==> src/hdl/bpu_pkg.sv <==
// Shared types, codes and helpers of the branch predictor unit.
`default_nettype none

package bpu_pkg;

   // 2-bit saturating counter
   typedef logic [1:0] cnt_type;

   localparam cnt_type CNT_WEAK_TAKEN   = 2'd2;
   localparam cnt_type CNT_WEAK_BIMODAL = 2'd1;
   localparam cnt_type CNT_TAKEN_MIN    = 2'd2;
   localparam cnt_type CNT_MAX          = 2'd3;
   localparam cnt_type CNT_MIN          = 2'd0;

   // Predictor modes; any code above gshare runs as hybrid
   localparam logic [1:0] MODE_BIMODAL = 2'd0;
   localparam logic [1:0] MODE_GSHARE  = 2'd1;

   // Configuration channel
   localparam int CSR_INDEX_W = 4;
   localparam int CSR_DATA_W  = 8;

   localparam logic [CSR_INDEX_W-1:0] CSR_MODE         = 4'd0;
   localparam logic [CSR_INDEX_W-1:0] CSR_BIMODAL_BITS = 4'd1;
   localparam logic [CSR_INDEX_W-1:0] CSR_GSHARE_BITS  = 4'd2;
   localparam logic [CSR_INDEX_W-1:0] CSR_HISTORY_BITS = 4'd3;
   localparam logic [CSR_INDEX_W-1:0] CSR_CHOOSER_BITS = 4'd4;
   localparam logic [CSR_INDEX_W-1:0] CSR_BTB_ENABLE   = 4'd5;
   localparam logic [CSR_INDEX_W-1:0] CSR_BTB_SET_BITS = 4'd6;
   localparam logic [CSR_INDEX_W-1:0] CSR_BTB_WAYS     = 4'd7;

   // Control carried with a transaction into the direction stage
   typedef struct packed {
      logic hybrid;
      logic gshare;
      logic consulted;
      logic taken;
   } dir_ctl_type;

   // Result of the direction stage
   typedef struct packed {
      logic predicted_taken;
      logic mispredicted;
      logic predictor_consulted;
      logic chose_gshare;
   } dir_res_type;

   // Counter write-back requests
   typedef struct packed {
      logic    bi_we;
      cnt_type bi_val;
      logic    gs_we;
      cnt_type gs_val;
      logic    ch_we;
      cnt_type ch_val;
   } dir_wr_type;

   function automatic cnt_type sat_step(input cnt_type c, input logic up);
      cnt_type r;
      if (up) begin
         r = (c == CNT_MAX) ? CNT_MAX : cnt_type'(c + 2'd1);
      end else begin
         r = (c == CNT_MIN) ? CNT_MIN : cnt_type'(c - 2'd1);
      end
      return r;
   endfunction

endpackage

`default_nettype wire

==> src/hdl/bpu_dir.sv <==
// Direction stage: prediction, chooser decision and counter training.
`default_nettype none

module bpu_dir (
   input  wire bpu_pkg::dir_ctl_type ctl,
   input  wire bpu_pkg::cnt_type     bi_cnt,
   input  wire bpu_pkg::cnt_type     gs_cnt,
   input  wire bpu_pkg::cnt_type     ch_cnt,
   output      bpu_pkg::dir_res_type res,
   output      bpu_pkg::dir_wr_type  wr
);

   logic pb;
   logic pg;
   logic chose;
   logic pred;

   always_comb begin
      pb    = (bi_cnt >= bpu_pkg::CNT_TAKEN_MIN);
      pg    = (gs_cnt >= bpu_pkg::CNT_TAKEN_MIN);
      chose = ctl.hybrid && (ch_cnt >= bpu_pkg::CNT_TAKEN_MIN);
      pred  = 1'b0;
      wr        = '0;
      wr.bi_val = bpu_pkg::sat_step(bi_cnt, ctl.taken);
      wr.gs_val = bpu_pkg::sat_step(gs_cnt, ctl.taken);
      wr.ch_val = bpu_pkg::sat_step(ch_cnt, pg == ctl.taken);
      if (ctl.hybrid) begin
         // train only the chosen side; chooser moves when exactly one was right
         pred     = chose ? pg : pb;
         wr.gs_we = chose;
         wr.bi_we = !chose;
         wr.ch_we = ((pb == ctl.taken) != (pg == ctl.taken));
      end else if (ctl.consulted) begin
         if (ctl.gshare) begin
            pred     = pg;
            wr.gs_we = 1'b1;
         end else begin
            pred     = pb;
            wr.bi_we = 1'b1;
         end
      end
      res.predicted_taken     = pred;
      res.mispredicted        = pred ^ ctl.taken;
      res.predictor_consulted = ctl.consulted;
      res.chose_gshare        = chose;
   end

endmodule

`default_nettype wire

==> config.mk <==
export PLATFORM = sky130hd
export DESIGN_NAME = bpu_dir
export DESIGN_NICKNAME = d
export VERILOG_FILES = /design/src/hdl/bpu_pkg.sv /design/src/hdl/bpu_dir.sv
export SDC_FILE = /design/constraint.sdc
export NUM_CORES = 1
export LEC_CHECK = 0
export BUFFER_PORTS_ARGS = -buffer_cell sky130_fd_sc_hd__buf_2
export CELL_PAD_IN_SITES_DETAIL_PLACEMENT = 1
export CELL_PAD_IN_SITES_GLOBAL_PLACEMENT = 1
export CORE_AREA = 2 2 39 41
export DETAILED_ROUTE_END_ITERATION = 7
export DIE_AREA = 0 0 41 43
export PLACE_DENSITY = 0.67
export SLEW_MARGIN = 20
export SYNTH_ARGS = -nofsm -noshare
export SYNTH_HDL_FRONTEND = slang
export SYNTH_SLANG_ARGS = --single-unit
export TNS_END_PERCENT = 50
==> constraint.sdc <==
create_clock -name vclk -period 1.4
set_input_delay 0.07 -clock vclk [all_inputs]
set_output_delay 0.07 -clock vclk [all_outputs]
set_load 0.05 [all_outputs]
; ---- After elaboration in Yosys (flattened, before gate mapping)
; Index checks and enable logic that the tools add are counted.
[totals]
register_bits = 0
word_cells = 41
[op_classes]
addsub = 6
magnitude_cmp = 3
n_eq_ne = 6
muxes = 20
bitwise_logic = 1
reduce_logical = 5
[ops]
columns = op, n
row1 = 2-to-1 mux 2 bit, 9
row2 = 2-to-1 mux 1 bit, 11
row3 = "adder 2 x 1 -> 2 bit, second input constant", 3
row4 = "equality test 2 bit, second input constant", 3
row5 = ">= comparator 2 bit, second input constant", 3
row6 = logical NOT 2 bit, 3
row7 = "subtractor 2 x 1 -> 2 bit, second input constant", 3
row8 = equality test 1 bit, 2
row9 = logical AND 1 bit, 1
row10 = logical NOT 1 bit, 1
row11 = inequality test 1 bit, 1
row12 = bitwise XOR 1 bit, 1

; ---- Depth between registers and ports, before layout
[depth]
word_depth = 5
depth_mapped = 5
depth_no_buf = 4

; ---- Least setup slack after synthesis
; No wires, ideal clock.
[synth_timing]
path_kind = in2out
start = input ctl[1] (netlist name)
end = output res[2] (netlist name)
t_arrival_ns = 1.951
required_ns = 1.330
setup_slack_ns = -0.621
path_stages = 4
cell_sequence = nand2_1 -> o21bai_1 -> a22o_1 -> xor2_1
[synth_lines]
columns = element, line
row1 = start: declaration, bpu_dir.sv:5  ; input wire bpu_pkg::dir_ctl_type ctl,
row2 = end: declaration, bpu_dir.sv:9  ; output bpu_pkg::dir_res_type res,

==> run_results.csv <==
group,metric,value,unit
grt,grt_max_degree,7,
critical_path,path_common_cell,"buf_2",
routing,vias,239,
grt,antenna_found_initial,0,
routing,drt_iter0_drc,0,
floorplanning,die_area,1760,sq um
critical_path,crit_fanout,5,
critical_path,cpMaxStageDelayCell,"a22o_1",
routing,ant_nets,0,
critical_path,cp.arrival,1.19,ns
floorplanning,rows,14,
cts,cts_resized,0,
sta,final-max-slew-violation-count,0,
sta,max_freq,794,MHz
pwr,power_per_cell_area,708,nW/um^2
grt,grt_pass1_wl,883,um
synth,syn_area,180,sq um
sta,layout_setup_ws,0.140,ns
final_layout,area_delta_synth_final,66.0,%
floorplanning,io_pins,23,
critical_path,cp_cell_sequence,"buf_2 -> and2_4 -> o21bai_2 -> a22o_1 -> xor2_2 -> buf_2",
final_layout,regArea,0,sq um
synth,yosysSeqAreaShare,0,%
sta,worst_pin_slew,0.247,ns
floorplanning,core,1380,sq um
critical_path,cp_num_buf_inv,2,
synth,synth.area.top_cells,"maj3_1 22%, xor2_1 15%, buf_4 13%",
routing,drt_first_pass_iters,1,
synth,syn_avg_cell_area,6.93,sq um
placed_design,hpwl,488,um
pwr,peakVddDrop,0.144,mV
hold_path,hp-class,"primary input to primary output",
placed_design,dp_slack,0.131,ns
final_layout,nets,57,
pwr,p_leak,0.172,nW
routing,drt_wl_total,531,um
sta,rsz0062_at_grt,"no",
final_layout,antenna_cells,0,
critical_path,end_kind,"primary output",
sta,fin_crit_sh,90.0,%
cts,hold_buffers,0,
critical_path,max_stage_delay,0.27,ns
critical_path,cp_top_family,"compound AO/OA/AOI/OAI gates",
synth,ys_warn_count,0,
floorplanning,die_w,41,um
critical_path,startpoint_type,"primary input",
sta,finalHoldViolCount,0,
job,maxCapViolCount,0,
sta,min_period,1.26,ns
grt,grtUsageTotal,6.69,%
final_layout,nClkBuffers,0,
critical_path,path_class,"primary input to primary output",
placed_design,gp_congestion,0.579,
critical_path,cp.required,1.33,ns
floorplanning,die_h,43,um
final_layout,post-route-util,21.6,%
synth,syn_nets,36,
sta,slew_headroom,83.5,%
cts,post_cts_buffers,0,
synth,synth_top_area_share,22.2,%
synth,synth_top_cell_by_area,"maj3_1",
grt,grt_pass1_vias,221,
routing,drc,0,
floorplanning,start_util,13.0,%
synth,synthCells,26,
routing,wire_per_inst,8.70,um
final_layout,seq_cell_count,0,
status,outcome,"complete, no violations",
sta,setup_viol_count_final,0,
placed_design,port_buffers,23,
synth,synth.distinct_cells,13,
grt,overflow,0,
final_layout,drive_gt1_share,60.0,%
routing,viasPerCell,3.92,
-- logic make-up (layout without fill, tap and decap cells) --
logic type / Yosys count / in the layout / synth area share, %
compound gates: 4 / 4 / 16.7
xor+xnor: 3 / 3 / 14.6
fa+ha+maj: 5 / 5 / 28.5
buf+inv: 8 / 27 / 23.6
simple gates: 6 / 6 / 16.7
-- cells in the mapped netlist --
library cell,instances
o21ai_0,1
maj3_2,1
buf_2,1
inv_1,4
o21bai_1,1
and2_4,1
nor2_1,1
xor2_1,3
nand2_1,3
and2_1,1
a22o_1,2
buf_4,3
maj3_1,4
-- final cells by class --
cell class                      count  area, sq um
Tap cell                           16         20.0
Timing Repair Buffer               23          115
Fill cell                         185         1080
Multi-Input combinational cell     18          149
Inverter                            4         15.0
-- routing by layer --
| metal | vias up | global-route usage, % | routed length, um |
|---|---|---|---|
| met5 | - | 0 | 0 |
| met1 | 110 | 8.54 | 208 |
| li1 | 119 | - | - |
| met4 | 0 | 0 | 0 |
| met3 | 0 | 0 | 48 |
| met2 | 10 | 12.5 | 274 |
-- report_power, final --
part / leakage [nW] / switching (W) / internal (W)
combinational: 0.172 / 0.000156 / 0.0000558
clock: 0 / 0 / 0
sequential: 0 / 0 / 0
total: 0.172 / 0.000156 / 0.0000558
-- cell usage in the layout, fill, tap and decap left out --
cell type   n
a22o_1      2
maj3_1      4
maj3_2      1
o21ai_1     1
o21bai_2    1
buf_2      23
nor2_1      1
and2_4      1
and2_1      1
nand2_1     3
xor2_2      1
inv_1       4
xor2_1      2
-- final timing paths --
check | startpoint | cells after the start | slack, ns | to
setup / recovery | ctl[3] | 6 | 0.14 | res[2]
hold / removal | ctl[1] | 2 | 0.46 | res[1]
-- stage by stage --
step / hold WS, ns / area, sq um / total power [W] / TNS (ns) / std cells
3_3_place_gp: 0.456 / 299 / 0.000212 / 0 / 61
2_1_floorplan: 0.307 / 191 / 0.000168 / -0.0469 / 26
4_1_cts: 0.459 / 299 / 0.000214 / 0 / 61
3_5_place_dp: 0.460 / 299 / 0.000214 / 0 / 61
5_1_grt: 0.466 / 299 / 0.000226 / 0 / 61
6_report: 0.457 / 299 / 0.000212 / 0 / 61
(Power assumes the default switching activity.)
