===== config.mk =====
export PLATFORM = sky130hd
export DESIGN_NAME = bpu_btb_lru
export DESIGN_NICKNAME = d
export VERILOG_FILES = /design/src/hdl/bpu_btb_lru.sv
export SDC_FILE = /design/constraint.sdc
export NUM_CORES = 1
export LEC_CHECK = 0
export ABC_AREA = 1
export BUFFER_PORTS_ARGS = -buffer_cell sky130_fd_sc_hd__buf_2
export CELL_PAD_IN_SITES_DETAIL_PLACEMENT = 1
export CELL_PAD_IN_SITES_GLOBAL_PLACEMENT = 2
export CORE_ASPECT_RATIO = 2
export CORE_UTILIZATION = 23
export DETAILED_ROUTE_END_ITERATION = 10
export GPL_ROUTABILITY_DRIVEN = 0
export PLACE_DENSITY = 0.95
export SYNTH_ARGS = -nofsm -noshare
export SYNTH_HDL_FRONTEND = slang
export SYNTH_SLANG_ARGS = --single-unit

===== constraint.sdc =====
create_clock -name vclk -period 6.67
set_input_delay 0.667 -clock vclk [all_inputs]
set_output_delay 0.667 -clock vclk [all_outputs]
set_load 0.01 [all_outputs]

===== src/hdl/bpu_btb_lru.sv =====
// BTB set lookup with true-LRU rank update and victim fill.
`default_nettype none

module bpu_btb_lru #(
   parameter int WAYS   = 4,
   parameter int TAG_W  = 22,
   parameter int RANK_W = 2
) (
   input  wire logic [WAYS*RANK_W-1:0] rank_vec,
   input  wire logic [WAYS-1:0]        valid_vec,
   input  wire logic [WAYS*TAG_W-1:0]  tag_vec,
   input  wire logic [WAYS-1:0]        way_act,
   input  wire logic [TAG_W-1:0]       tag,
   output      logic                   hit,
   output      logic [WAYS*RANK_W-1:0] new_rank_vec,
   output      logic [WAYS-1:0]        new_valid_vec,
   output      logic [WAYS*TAG_W-1:0]  new_tag_vec
);

   localparam int WAY_W = (WAYS > 1) ? $clog2(WAYS) : 1;

   logic [RANK_W-1:0] rk [WAYS];
   logic [TAG_W-1:0]  tg [WAYS];
   logic [RANK_W-1:0] nrk [WAYS];
   logic              any_inv;
   logic              found;
   logic [RANK_W-1:0] best;
   logic [WAY_W-1:0]  hit_way;
   logic [WAY_W-1:0]  vic_way;
   logic [WAY_W-1:0]  sel;
   logic [RANK_W-1:0] sel_rank;

   always_comb begin
      hit     = 1'b0;
      hit_way = '0;
      any_inv = 1'b0;
      found   = 1'b0;
      best    = '0;
      vic_way = '0;
      for (int w = 0; w < WAYS; w++) begin
         rk[w] = rank_vec[w*RANK_W +: RANK_W];
         tg[w] = tag_vec[w*TAG_W +: TAG_W];
      end
      // first valid matching way
      for (int w = 0; w < WAYS; w++) begin
         if (way_act[w] && valid_vec[w] && (tg[w] == tag) && !hit) begin
            hit     = 1'b1;
            hit_way = WAY_W'(w);
         end
      end
      for (int w = 0; w < WAYS; w++) begin
         if (way_act[w] && !valid_vec[w]) begin
            any_inv = 1'b1;
         end
      end
      // victim: oldest among invalid ways if any, else oldest overall
      for (int w = 0; w < WAYS; w++) begin
         if (way_act[w] && (!any_inv || !valid_vec[w]) && (!found || (rk[w] > best))) begin
            found   = 1'b1;
            best    = rk[w];
            vic_way = WAY_W'(w);
         end
      end
      sel      = hit ? hit_way : vic_way;
      sel_rank = rk[sel];
      // age ways younger than the touched one
      for (int w = 0; w < WAYS; w++) begin
         nrk[w] = (way_act[w] && (rk[w] < sel_rank)) ? RANK_W'(rk[w] + 1'b1) : rk[w];
      end
      nrk[sel]      = '0;
      new_valid_vec = valid_vec;
      new_tag_vec   = tag_vec;
      if (!hit) begin
         new_valid_vec[sel]               = 1'b1;
         new_tag_vec[sel*TAG_W +: TAG_W] = tag;
      end
      for (int w = 0; w < WAYS; w++) begin
         new_rank_vec[w*RANK_W +: RANK_W] = nrk[w];
      end
   end

endmodule

`default_nettype wire


Word-level counts from Yosys, hierarchy flattened

Cells that the tools add are included.

Register bits: 0
Logic and storage cells: 108

$add $sub $neg: 5
Multipliers: 1
$lt $le $gt $ge: 11
Equality and inequality tests: 4
Shift operators: 2
Mux-type cells: 35
Bitwise logic cells: 4
Reduce and logical (&&, ||, !) cells: 46

Operators by type and width:

| operator                 | count |
|---|---|
| $bwmux 88                | 1 |
| $eq 22x22->1             | 4 |
| $mux 88                  | 1 |
| $shift 22x34->88 const A | 1 |
| $shiftx 22x34->88        | 1 |
| $neg 7->34               | 1 |
| $mux 2                   | 15 |
| $logic_and 1x1->1        | 28 |
| $mux 1                   | 14 |
| $logic_not 1->1          | 11 |
| $add 2x1->2 const B      | 4 |
| $and 8x8->8              | 1 |
| $lt 2x2->1               | 4 |
| $not 8->8                | 1 |
| $logic_or 1x1->1         | 7 |
| $gt 2x2->1               | 3 |
| $mul 2x4->6 const B      | 1 |
| $bmux 2 s2               | 1 |
| $demux 2 s2              | 1 |
| $mux 4                   | 1 |
| $or 4x4->4               | 1 |
| $ge 3x3->1 const B       | 1 |
| $lt 2x3->1 const B       | 1 |
| $lt 3x1->1 const B       | 1 |
| 3 further kinds          | 3 |

Depth between registers and ports, before layout

Word-level depth: 31
Gate-level depth with buffers: 48
Mapped depth without buffers: 45

Least setup slack after synthesis

OpenSTA, ideal clock, no wires.

Path type: input to output
Start point: input port valid_vec[1]
End point: output port new_tag_vec[53]
Arrival: 5490 ps
Data required time: 6003 ps
Setup slack: 513 ps
Cell stages on the path: 42
Buffers on the path: 6
Path through: inv_1 > nand2_1 > nand4_2 > nand2_1 > nand3_1 > ha_1 > inv_1 > nor2_1 > o21ai_0 > nand3_1 > nand2_1 > nand2_1 > o21ai_0 > ha_1 > inv_1 > nor2_1 > o21ai_0 > nand2_1 > [... 6 more ...] > o21ai_0 > nand2_1 > nand2_1 > nand2_1 > nand3_4 > nand2_4 > buf_6 > buf_8 > buf_6 > buf_4 > ha_1 > xor2_1 > inv_1 > clkbuf_1 > clkbuf_1 > nand3_1 > nand3_1 > o21ai_0

Word-level cells in the longest chain between the ends: 27
Elaborated cells between the ends (all ways): 55

RTL lines:

| what                                                         | line   | text |
|---|---|---|
| start, declared                                              | 10     | `input wire logic [WAYS-1:0] valid_vec,` |
| $logic_not 1->1                                              | 52, 58 |  |
| $logic_and 1x1->1                                            | 52     | `if (way_act[w] && !valid_vec[w]) begin` |
| $mux 1 (3 in a row)                                          | 52     |  |
| $logic_not 1->1                                              | 58     | `if (way_act[w] && (!any_inv \|\| !valid_vec[w]) && (!found \|\| (rk[w] > best))) begin` |
| $logic_or 1x1->1                                             | 58     |  |
| $logic_and 1x1->1                                            | 58     |  |
| $mux 2 / $mux 1 (equally long branches)                      | 58     |  |
| $gt 2x2->1 / $logic_not 1->1 (equally long branches)         | 58     |  |
| [... 9 more ...]                                             | --     |  |
| $logic_and 1x1->1                                            | 58     |  |
| $mux 2                                                       | 58     |  |
| $mux 2                                                       | 64     | `sel = hit ? hit_way : vic_way;` |
| $mul 2x4->6                                                  | 75     | `new_tag_vec[sel*TAG_W +: TAG_W] = tag;` |
| $neg 7->34                                                   | 75     |  |
| $shiftx 22x34->88 / $shift 22x34->88 (equally long branches) | 75     |  |
| $bwmux 88                                                    | 75     |  |
| $mux 88 (*)                                                  | 73     | `if (!hit) begin` |
| end, declared                                                | 17     | `output logic [WAYS*TAG_W-1:0] new_tag_vec` |

Mark *: on every way between the ends. The rest lies on a longest branch, timed or not.

Final worst setup path

Start point: input port valid_vec[2]
End point: output port new_tag_vec[25]

Word-level cells in the longest chain between the ends: 26
Elaborated cells between the ends (all ways): 50

RTL lines:

| what                                                         | line |
|---|---|
| $logic_not 1->1                                              | 52, 58 |
| $logic_and 1x1->1                                            | 52 |
| $mux 1 (2 in a row)                                          | 52 |
| $logic_not 1->1                                              | 58 |
| $logic_or 1x1->1                                             | 58 |
| $logic_and 1x1->1                                            | 58 |
| $mux 2 / $mux 1 (equally long branches)                      | 58 |
| $gt 2x2->1 / $logic_not 1->1 (equally long branches)         | 58 |
| [... 9 more ...]                                             | -- |
| $logic_and 1x1->1                                            | 58 |
| $mux 2                                                       | 58 |
| $mux 2                                                       | 64 |
| $mul 2x4->6                                                  | 75 |
| $neg 7->34                                                   | 75 |
| $shiftx 22x34->88 / $shift 22x34->88 (equally long branches) | 75 |
| $bwmux 88                                                    | 75 |
| $mux 88 (*)                                                  | 73 |

Marks and branches as above.

==> flow_summary.yaml <==
route:
  drt-initial-drc-count: 708
  vias: 10910
  postRouteAntennaNets: 0
  drcViolationCount: 0
  vias_per_cell: 5.539
  wl_per_cell_um: 24.81
  wirelength_um: 48870
  drt-pass1-iter-count: 5
worst_setup_path:
  crit_required_ns: 6.00
  critPathBufInv: 10
  cpMaxStageDelayCell: "ha_1"
  worstPathArrival_ns: 5.86
  end_kind: "primary output"
  crit_fanout: 11
  crit_family: "simple AND/OR/NAND/NOR gates"
  crit_top_cell: "nand2_2"
  worstSetupPathDepth: 44
  startpoint_type: "primary input"
  crit_path_max_incr_delay_ns: 0.33
  critical_path_class: "primary input to primary output"
grt:
  antenna_found_initial: 0
  overflow: 0
  grtUsageTotal_pct: 33.24
  first_global_vias: 11310
  grt_pass1_wl_um: 68280
  grt_max_degree: 44
final_layout:
  syn_to_final_growth_pct: 40.58
  clock_buffers: 0
  drive_above_1_share_pct: 26.39
  mostFrequentLayoutCells: "513 x nand2_1, 227 x buf_2, 161 x inv_1"
  final_nets: 1766
  layout_commonest_cell: "nand2_1"
  seq_cell_count: 0
  stdcell_area_um2: 8798
  regArea_um2: 0
  antenna-diode-count: 0
outcome:
  status: "complete, no violations"
sta:
  clock.fmax_mhz: 153.1
  hold_violations: 0
  worst_pin_slew_ns: 0.7153
  min_period_ns: 6.531
  setup_viol: 0
  rsz0062_at_grt: "true"
  fin_crit_sh_pct: 97.91
  finalSetupTns_ns: 0
  max_slew_margin_pct: 52.26
  slew_viol_final: 0
clock_network:
  ctsHoldBuffers: 0
die:
  die_w_um: 118.6
  start_util_pct: 23.35
  die_h_um: 235.3
  fp-row-count: 85
  io_pins: 227
  core_area_um2: 26800
  die_area_um2: 27910
yosys:
  syn-mean-instance-area_um2: 4.598
  synth_warnings: 0
  synthCells: 1361
  syn-num-nets: 1503
  synth_seq_area_share_pct: 0
  synth.distinct_cells: 46
  syn-cell-area_um2: 6259
min_path:
  hold_path.class: "primary input to primary output"
  hold_depth: 4
pwr:
  vdd_drop_max_uv: 88.58
  power.density_nw_per_um2: 235.1
  p_leak_nw: 4.995
place:
  dpl_cell_area_um2: 8109
  detailed_place_hpwl_um: 38190
  port_buffers: 227
job:
  cap_violations: 0
==> logic make-up (layout without fill, tap and decap cells) <==
| family | Yosys count | in the layout | synth area share, % |
|---|---|---|---|
| and+or+nand+nor | 894 | 895 | 60.68 |
| AOI/OAI and AO/OA | 178 | 178 | 15.55 |
| buffers and inverters | 244 | 504 | 16.51 |
| adders and majority gates | 16 | 16 | 3.199 |
| xor gates and xnor gates | 29 | 29 | 4.058 |
==> final cells by class <==
type / instances / area, um^2
inverter: 183 / 714.4
timing repair buffer: 320 / 2021
tap: 348 / 435.4
multi-input combinational: 1118 / 5620
timing repair inverter: 1 / 7.507
fill: 3856 / 18000
==> metrics by stage <==
step | hold slack (ns) | total power [W] | cells | setup slack (ns) | util (%)
2_1_floorplan | 1.456 | 0.0009752 | 1361 | 0.5128 | -
3_3_place_gp | 1.637 | 0.001706 | 1943 | -0.07510 | 30.26
3_5_place_dp | 1.646 | 0.001732 | 1943 | -0.4332 | 30.26
4_1_cts | 1.648 | 0.001807 | 1949 | 0.01618 | 30.90
5_1_grt | 1.671 | 0.002176 | 1970 | -0.1497 | 32.83
6_report | 1.641 | 0.002069 | 1970 | 0.1392 | 32.83
==> final timing paths <==
kind / from / end / slack [ns]
worst max-delay path: valid_vec[2] / new_tag_vec[25] / 0.14
worst min-delay path: tag_vec[0] / new_tag_vec[0] / 1.64
==> cell usage after synthesis, drive strengths merged <==
| cell | n | share of area [%] |
|---|---|---|
| a31oi | 2 | 0.20 |
| o21ai | 131 | 11 |
| nand2 | 539 | 33 |
| xnor2 | 18 | 2.5 |
| xor2 | 11 | 1.5 |
| o22ai | 13 | 1.3 |
| nor4b | 1 | 0.14 |
| nand3 | 144 | 12 |
| a2bb2oi | 1 | 0.24 |
| nand4 | 35 | 3.6 |
| clkbuf | 26 | 1.6 |
| nor4 | 7 | 0.80 |
| or3b | 1 | 0.14 |
| o31ai | 1 | 0.12 |
| o211ai | 8 | 1.0 |
| inv | 182 | 11 |
| o22a | 2 | 0.28 |
| nand3b | 5 | 0.60 |
| nor3 | 15 | 1.2 |
| nor3b | 1 | 0.12 |
| or4 | 4 | 0.48 |
| buf | 35 | 4.0 |
| nor2 | 136 | 8.4 |
| a22oi | 1 | 0.20 |
| or2 | 3 | 0.30 |
| ha | 16 | 3.2 |
| a21oi | 19 | 1.5 |
| clkinv | 1 | 0.060 |
| and2 | 3 | 0.30 |
==> power breakdown <==
part | internal, W | total (W) | switching, W
clock network | 0 | 0 | 0
logic | 0.000712 | 0.00207 | 0.00136
registers | 0 | 0 | 0
==> layer usage <==
| metal | up-vias | routed length (um) | track usage [%] |
|---|---|---|---|
| met4 | 0 | 6250 | 32.99 |
| met2 | 650 | 23360 | 58.50 |
| met1 | 5101 | 15100 | 31.96 |
| met5 | - | 0 | 0 |
| met3 | 287 | 4159 | 5.475 |
| li1 | 4873 | - | - |
==> repair_timing <==
action                     in CTS  in global routing
setup endpoints to repair      92                 96
pin swaps                       5                 20
gates cloned                    2                  3
buffers inserted                4                 18
gates resized for setup        32                 81
Note: power is estimated with default switching activity, not from simulation.
